## config.mk

```make
export PLATFORM = sky130hd
export DESIGN_NAME = encoder_response_frame_decoder_unit_flat
export DESIGN_NICKNAME = d
export VERILOG_FILES = /design/src/erfd_pkg.sv /design/src/erfd_if.sv /design/src/erfd_field_update.sv /design/src/encoder_response_frame_decoder_unit.sv /design/src/flat_wrapper.sv
export SDC_FILE = /design/constraint.sdc
export NUM_CORES = 1
export LEC_CHECK = 0
export BUFFER_PORTS_ARGS = -buffer_cell sky130_fd_sc_hd__buf_4
export CAP_MARGIN = 20
export CORE_ASPECT_RATIO = 1.75
export CORE_UTILIZATION = 40
export DETAILED_ROUTE_END_ITERATION = 16
export HOLD_SLACK_MARGIN = 0.06
export PLACE_DENSITY = 0.67
export REMOVE_ABC_BUFFERS = 1
export SETUP_SLACK_MARGIN = 0.2
export SLEW_MARGIN = 20
export SYNTH_ARGS = -nofsm -noshare
export SYNTH_HDL_FRONTEND = slang
export SYNTH_SLANG_ARGS = --single-unit
```

## constraint.sdc

```tcl
create_clock -name clk -period 2 [get_ports clk]
set_input_delay 0.3 -clock clk [delete_from_list [all_inputs] [get_ports clk]]
set_output_delay 0.3 -clock clk [all_outputs]
set_load 0.01 [all_outputs]
```

## src/erfd_pkg.sv

```systemverilog
`timescale 1ns / 1ps
`default_nettype none

package erfd_pkg;

  // Longest reply frame held in the capture buffer (allowed range 11..16).
  localparam int MAX_FRAME_BYTES = 11;
  localparam int CNT_W = 4;
  localparam int CNT_CMP_W = CNT_W + 1;

  localparam logic CMD_BEGIN = 1'b0;
  localparam logic CMD_BYTE  = 1'b1;

  localparam logic STATUS_OK        = 1'b0;
  localparam logic STATUS_CHECK_ERR = 1'b1;

  typedef enum logic [2:0] {
    REQ_ID0 = 3'd0,
    REQ_ID1 = 3'd1,
    REQ_ID2 = 3'd2,
    REQ_ID3 = 3'd3,
    REQ_ID7 = 3'd4,
    REQ_ID8 = 3'd5,
    REQ_IDC = 3'd6
  } req_t;

  typedef logic [MAX_FRAME_BYTES-1:0][7:0] frame_t;

  typedef struct packed {
    logic [23:0] position;
    logic [23:0] turns;
    logic [7:0]  encoder_id;
    logic [7:0]  alarm;
  } stored_t;

  localparam logic [CNT_W-1:0] LEN_SHORT = CNT_W'(4);
  localparam logic [CNT_W-1:0] LEN_BASIC = CNT_W'(6);
  localparam logic [CNT_W-1:0] LEN_FULL  = CNT_W'(11);

  function automatic logic [CNT_W-1:0] frame_length(input req_t req);
    logic [CNT_W-1:0] len;
    case (req)
      REQ_ID2: len = LEN_SHORT;
      REQ_ID3: len = LEN_FULL;
      default: len = LEN_BASIC;
    endcase
    return len;
  endfunction

endpackage

`default_nettype wire

```

## src/erfd_if.sv

```systemverilog
`timescale 1ns / 1ps
`default_nettype none

interface erfd_in_if;
  logic       valid;
  logic       ready;
  logic       cmd;
  logic [2:0] data_id;
  logic [7:0] rx_byte;

  modport source (output valid, output cmd, output data_id, output rx_byte, input ready);
  modport sink   (input valid, input cmd, input data_id, input rx_byte, output ready);
endinterface

interface erfd_out_if;
  logic        valid;
  logic        ready;
  logic        status;
  logic [23:0] position_out;
  logic [23:0] turns_out;
  logic [7:0]  encoder_id_out;
  logic [7:0]  alarm_out;

  modport source (output valid, output status, output position_out, output turns_out,
                  output encoder_id_out, output alarm_out, input ready);
  modport sink   (input valid, input status, input position_out, input turns_out,
                  input encoder_id_out, input alarm_out, output ready);
endinterface

`default_nettype wire

```

## src/erfd_field_update.sv

```systemverilog
`timescale 1ns / 1ps
`default_nettype none

// Pulls the fields a request carries out of the captured frame.
module erfd_field_update (
  input  wire erfd_pkg::req_t   req,
  input  wire erfd_pkg::frame_t frame,
  input  wire erfd_pkg::stored_t cur,
  output erfd_pkg::stored_t     upd
);

  logic [23:0] pos_bytes;
  logic [23:0] turn_bytes;
  logic [23:0] turn_bytes_full;

  // LSB first: bytes 2..4 for position/turns, 6..8 for turns in a full frame
  assign pos_bytes       = {frame[4], frame[3], frame[2]};
  assign turn_bytes      = pos_bytes;
  assign turn_bytes_full = {frame[8], frame[7], frame[6]};

  always_comb begin
    upd = cur;
    case (req)
      erfd_pkg::REQ_ID3: begin
        upd.position   = pos_bytes;
        upd.encoder_id = frame[5];
        upd.turns      = turn_bytes_full;
        upd.alarm      = frame[9];
      end
      erfd_pkg::REQ_ID1: begin
        upd.turns = turn_bytes;
      end
      erfd_pkg::REQ_ID2: begin
        upd.encoder_id = frame[2];
      end
      default: begin
        upd.position = pos_bytes;
      end
    endcase
  end

endmodule

`default_nettype wire

```

## src/encoder_response_frame_decoder_unit.sv

```systemverilog
`timescale 1ns / 1ps
`default_nettype none

// Channel  | Dir | Payload                                          | Beat
// ---------+-----+--------------------------------------------------+-------------------------
// in_ch    | in  | cmd, data_id[2:0], rx_byte[7:0]                  | begin marker or one byte
// out_ch   | out | status, position_out[23:0], turns_out[23:0],     | one per completed frame
//          |     | encoder_id_out[7:0], alarm_out[7:0]              |
//
// One input beat per clock: each beat is decoded in the cycle it is taken and the
// result (if the beat closes a frame) lands in the output register at that edge.
// The output register is the only thing that limits rate: in_ch.ready drops only
// while a result sits there unclaimed.
// Reset (rst_n low, synchronous) leaves the receiver idle and the stored fields zero.
// The capture buffer is not cleared; a frame only reads bytes it wrote itself.

module encoder_response_frame_decoder_unit (
  input  wire clk,
  input  wire rst_n,
  erfd_in_if.sink    in_ch,
  erfd_out_if.source out_ch
);

  localparam int CntW = erfd_pkg::CNT_W;

  // receiver state
  logic                 busy_r, busy_nxt;
  erfd_pkg::req_t       req_r, req_nxt;
  logic [CntW-1:0]      cnt_r, cnt_nxt;
  logic [7:0]           xor_r, xor_nxt;
  erfd_pkg::frame_t     frame_r;

  // stored fields double as the output payload
  erfd_pkg::stored_t    stored_r, stored_nxt, stored_upd;
  logic                 status_r, status_nxt;
  logic                 out_valid_r, out_valid_nxt;

  logic                 in_fire;
  logic                 byte_fire;
  logic [7:0]           xor_acc;
  logic [CntW-1:0]      cnt_inc;
  logic                 frame_done;

  // Accept while the output slot is free or being drained this cycle.
  assign in_ch.ready = !out_valid_r || out_ch.ready;
  assign in_fire     = in_ch.valid && in_ch.ready;
  assign byte_fire   = in_fire && (in_ch.cmd == erfd_pkg::CMD_BYTE) && busy_r;

  assign xor_acc    = xor_r ^ in_ch.rx_byte;
  assign cnt_inc    = cnt_r + CntW'(1);
  assign frame_done = byte_fire && (cnt_inc == erfd_pkg::frame_length(req_r));

  erfd_field_update u_field_update (
    .req   (req_r),
    .frame (frame_r),
    .cur   (stored_r),
    .upd   (stored_upd)
  );

  always_comb begin
    busy_nxt      = busy_r;
    req_nxt       = req_r;
    cnt_nxt       = cnt_r;
    xor_nxt       = xor_r;
    stored_nxt    = stored_r;
    status_nxt    = status_r;
    out_valid_nxt = out_valid_r && !out_ch.ready;

    if (in_fire && (in_ch.cmd == erfd_pkg::CMD_BEGIN)) begin
      // a begin restarts reception; code 7 just drops to idle
      cnt_nxt = '0;
      xor_nxt = '0;
      if (in_ch.data_id <= 3'(erfd_pkg::REQ_IDC)) begin
        req_nxt  = erfd_pkg::req_t'(in_ch.data_id);
        busy_nxt = 1'b1;
      end else begin
        busy_nxt = 1'b0;
      end
    end else if (frame_done) begin
      busy_nxt      = 1'b0;
      cnt_nxt       = '0;
      xor_nxt       = '0;
      out_valid_nxt = 1'b1;
      if (xor_acc == 8'd0) begin
        status_nxt = erfd_pkg::STATUS_OK;
        stored_nxt = stored_upd;
      end else begin
        status_nxt = erfd_pkg::STATUS_CHECK_ERR;
      end
    end else if (byte_fire) begin
      cnt_nxt = cnt_inc;
      xor_nxt = xor_acc;
    end
  end

  always_ff @(posedge clk) begin
    if (!rst_n) begin
      busy_r      <= 1'b0;
      req_r       <= erfd_pkg::REQ_ID0;
      cnt_r       <= '0;
      xor_r       <= '0;
      stored_r    <= '0;
      status_r    <= erfd_pkg::STATUS_OK;
      out_valid_r <= 1'b0;
    end else begin
      busy_r      <= busy_nxt;
      req_r       <= req_nxt;
      cnt_r       <= cnt_nxt;
      xor_r       <= xor_nxt;
      stored_r    <= stored_nxt;
      status_r    <= status_nxt;
      out_valid_r <= out_valid_nxt;
    end
  end

  // Capture buffer: byte lands at its position in the frame.
  always_ff @(posedge clk) begin
    for (int i = 0; i < erfd_pkg::MAX_FRAME_BYTES; i++) begin
      if (byte_fire && ({1'b0, cnt_r} == erfd_pkg::CNT_CMP_W'(i))) begin
        frame_r[i] <= in_ch.rx_byte;
      end
    end
  end

  assign out_ch.valid          = out_valid_r;
  assign out_ch.status         = status_r;
  assign out_ch.position_out   = stored_r.position;
  assign out_ch.turns_out      = stored_r.turns;
  assign out_ch.encoder_id_out = stored_r.encoder_id;
  assign out_ch.alarm_out      = stored_r.alarm;

endmodule

`default_nettype wire

```

## src/flat_wrapper.sv

```systemverilog
// flat-port wrapper written by rule: the top's interface ports become plain ports
module encoder_response_frame_decoder_unit_flat 
  (clk, rst_n, in_ch_valid, in_ch_cmd, in_ch_data_id, in_ch_rx_byte, in_ch_ready, out_ch_valid, out_ch_status, out_ch_position_out, out_ch_turns_out, out_ch_encoder_id_out, out_ch_alarm_out, out_ch_ready);
  erfd_in_if in_ch_i ();
  erfd_out_if out_ch_i ();
  input  wire clk;
  input  wire rst_n;
  input wire logic [$bits(in_ch_i.valid)-1:0] in_ch_valid;
  input wire logic [$bits(in_ch_i.cmd)-1:0] in_ch_cmd;
  input wire logic [$bits(in_ch_i.data_id)-1:0] in_ch_data_id;
  input wire logic [$bits(in_ch_i.rx_byte)-1:0] in_ch_rx_byte;
  output wire logic [$bits(in_ch_i.ready)-1:0] in_ch_ready;
  output wire logic [$bits(out_ch_i.valid)-1:0] out_ch_valid;
  output wire logic [$bits(out_ch_i.status)-1:0] out_ch_status;
  output wire logic [$bits(out_ch_i.position_out)-1:0] out_ch_position_out;
  output wire logic [$bits(out_ch_i.turns_out)-1:0] out_ch_turns_out;
  output wire logic [$bits(out_ch_i.encoder_id_out)-1:0] out_ch_encoder_id_out;
  output wire logic [$bits(out_ch_i.alarm_out)-1:0] out_ch_alarm_out;
  input wire logic [$bits(out_ch_i.ready)-1:0] out_ch_ready;
  assign in_ch_i.valid = in_ch_valid;
  assign in_ch_i.cmd = in_ch_cmd;
  assign in_ch_i.data_id = in_ch_data_id;
  assign in_ch_i.rx_byte = in_ch_rx_byte;
  assign in_ch_ready = in_ch_i.ready;
  assign out_ch_valid = out_ch_i.valid;
  assign out_ch_status = out_ch_i.status;
  assign out_ch_position_out = out_ch_i.position_out;
  assign out_ch_turns_out = out_ch_i.turns_out;
  assign out_ch_encoder_id_out = out_ch_i.encoder_id_out;
  assign out_ch_alarm_out = out_ch_i.alarm_out;
  assign out_ch_i.ready = out_ch_ready;
  encoder_response_frame_decoder_unit u_core (.clk(clk), .rst_n(rst_n), .in_ch(in_ch_i), .out_ch(out_ch_i));
endmodule
```

==> results_dict.tcl <==
set metrics [dict create \
    status "finished with violations" \
    violations "negative setup slack" \
    most_frequent_cell_after_synthesis "dfxtp_1" \
    setup_viol 79 \
    place.gp.congestion 0.891 \
    rsz0062_at_grt "yes" \
    number_of_placed_i_o_pins 83 \
    post-synth-top-area-fraction 0.314 \
    syn_inst 512 \
    final.period_utilization 1.05 \
    crit_required_ps 2290 \
    vias 4565 \
    final_antenna_net_count 0 \
    ys_seq_area_frac 0.582 \
    detailed_place_hpwl_um 10600 \
    antenna_violations_before_repair 0 \
    grt.total_usage 0.218 \
    residual_overflow_from_global_routing 0 \
    holdCritPathClass "in2reg" \
    synth.distinct_cells 46 \
    drv_slew 0 \
    clkSlewWorstSetupHoldPaths_ps 60 \
    total_power_w 0.00646 \
    fp-row-count 59 \
    power.static_leakage_nw 3.30 \
    ys_warn_count 0 \
    synthToLayoutAreaGrowth_pct 37.2 \
    1st_pass_router_iterations 4 \
    antenna_cells 0 \
    maximum_number_of_buffers_from_clock_root_to_sink 2 \
    cts_htree_levels 4 \
    multi_input_comb_area_mm2 0.00274 \
    accumulated_negative_setup_slack_ps -5030 \
    min_period_ps 2110 \
    design.die.area_mm2 0.0158 \
    seqCellArea_mm2 0.00357 \
    total_power_per_unit_cell_area_mw_per_mm2 769 \
    post_drt_via_cell_ratio 5.52 \
    slew_headroom 0.728 \
    first_pass_grt_wire_length_um 25600 \
    final_nets 651 \
    design.core.area_mm2 0.0149 \
    final_hold_viol_count 0 \
    start_util 0.410 \
    timing.clock.skew_ps 7.87 \
    detail_route.wirelength_um 16600 \
    cts.sink_count 146 \
    worstPathMaxFanout 8 \
    cts_buffers 17 \
    achievable-frequency_mhz 474 \
    clock_tree.root_cell "clkbuf_16" \
    syn_area_mm2 0.00612 \
    grt_start_max_net_pins 68 \
    preCtsSetupSlack_ps -155 \
    drcViolationCount 0 \
    critPathCaptureType "flip-flop" \
    floorplan.die.height_um 166 \
    finish.utilization 0.563 \
    vdd_drop_max_mv 0.508 \
    worstSetupStartpointType "flip-flop" \
    post-route-worst-setup-slack_ps -109 \
    fin_worst_hold_slack_ps 179 \
    cts_hold_buffers 0 \
    criticalPathCategory "reg2reg" \
    synthesis.area_per_instance_um2 11.9 \
    first_global_vias 4782 \
    nFillCells 1209 \
    cap_viol_max_count 0 \
    wl_per_cell_um 20.1 \
    tightest_slew_ps 408 \
    ys.flop_type "dfxtp_1" \
    numPortBuffers 82 \
    synth_edf_count 64 \
    post-synth-top-area-cell "edfxtp_1" \
    synth_common_cells "dfxtp_1, nand2_1, edfxtp_1, nand4_1" \
    postSynthRegisterBits 146 \
    share_of_post_route_cells_with_drive_strength_above_1 0.410 \
    clk_latency_ps 420 \
    synthArstFlopShare 0 \
    synth.area.top_cells "edfxtp_1, dfxtp_1, mux2_2" \
    cts_tree "yes" \
    die_boundary_width_um 95.5 \
    crit_arrival_ps 2400 \
    detailedRoute.firstIterationViolations 277 \
]
## metrics by stage
stage | area, um2 | cells
2_1_floorplan | 5900 | 469
3_3_place_gp | 7220 | 784
3_5_place_dp | 7220 | 784
4_1_cts | 8190 | 823
5_1_grt | 8390 | 827
6_report | 8390 | 827
## area by class of cell
type / instances / share of cell area
Inverter: 2 / 0.000894
Tap cell: 183 / 0.0273
Multi-Input combinational cell: 321 / 0.326
Timing Repair Buffer: 143 / 0.155
Clock buffer: 22 / 0.0553
Sequential cell: 146 / 0.425
Clock inverter: 10 / 0.0101
## critical path, cell delays in order (launching register included)
cell and delay, ps:
dfxtp_4 360, ha_4 170, xor2_2 150, or4b_4 560
o21a_4 210, buf_12 170, o31ai_4 260, a21boi_1 110
## worst paths after layout
| kind | endpoint | slack, ps | from | cells after the start |
|---|---|---|---|---|
| min reg2reg | u_core.out_ch.turns_out[5] | 460 | u_core.out_ch.turns_out[5] | 2 |
| max reg2reg | u_core.out_ch.position_out[1] | -110 | u_core.cnt_r[1] | 7 |
| max | u_core.out_ch.position_out[1] | -110 | u_core.cnt_r[1] | 7 |
| min | u_core.req_r[2] | 180 | in_ch_data_id[2] | 2 |
## where the power goes
part	internal (W)	switching, W
logic	0.000136	0.000219
registers	0.00311	0.00000949
clock network	0.00177	0.00121
## registers in the layout (all words and copies together) (netlist names)
signal,count
u_core.out_ch.status,1
u_core.req_r,3
u_core.out_ch.position_out,24
u_core.cnt_r,4
u_core.out_ch.turns_out,24
u_core.xor_r,8
u_core.out_ch.encoder_id_out,8
u_core.busy_r,1
u_core.frame_r,64
u_core.out_ch.valid,1
u_core.out_ch.alarm_out,8
## cells by family after synthesis
logic type	synth area share
mux	0.111
buf+inv	0.0364
fa+ha+maj	0.00818
compound gates	0.0939
xor+xnor	0.0329
simple gates	0.135
flops	0.582
## metal layers
layer / global-route usage / routed length (um) / up-vias / share of wire
met5: 0 / 0 / - / 0
met4: 0.116 / 599 / 0 / 0.036
met3: 0.0413 / 556 / 32 / 0.034
met2: 0.393 / 9290 / 134 / 0.56
met1: 0.231 / 6150 / 2284 / 0.37
li1: - / - / 2115 / -
## cell usage in the layout, fill, tap and decap left out, types with 3 or more instances in the layout
cell type / n
buf_6: 4
nor4b_2: 3
nand3_1: 3
buf_4: 124
and4b_1: 4
clkbuf_1: 3
dfxtp_1: 80
nand4_1: 34
xnor2_1: 11
a21boi_1: 32
o31ai_4: 15
clkinvlp_4: 3
edfxtp_1: 64
buf_16: 3
o31ai_2: 17
nor2_1: 13
mux2i_1: 32
o221a_2: 3
xor2_1: 10
and3_1: 3
clkbuf_16: 18
mux2_2: 32
clkinv_2: 4
buf_12: 10
nand2_1: 77
## what timing repair did
action                                  CTS  global route
pin swaps                                 5            11
endpoints found under the setup margin   79            87
resized for setup                        65            27
buffers inserted                          4             3
hold endpoints to repair                  0             0
cloned                                    3             1
Note: power is estimated with default switching activity, not from simulation.
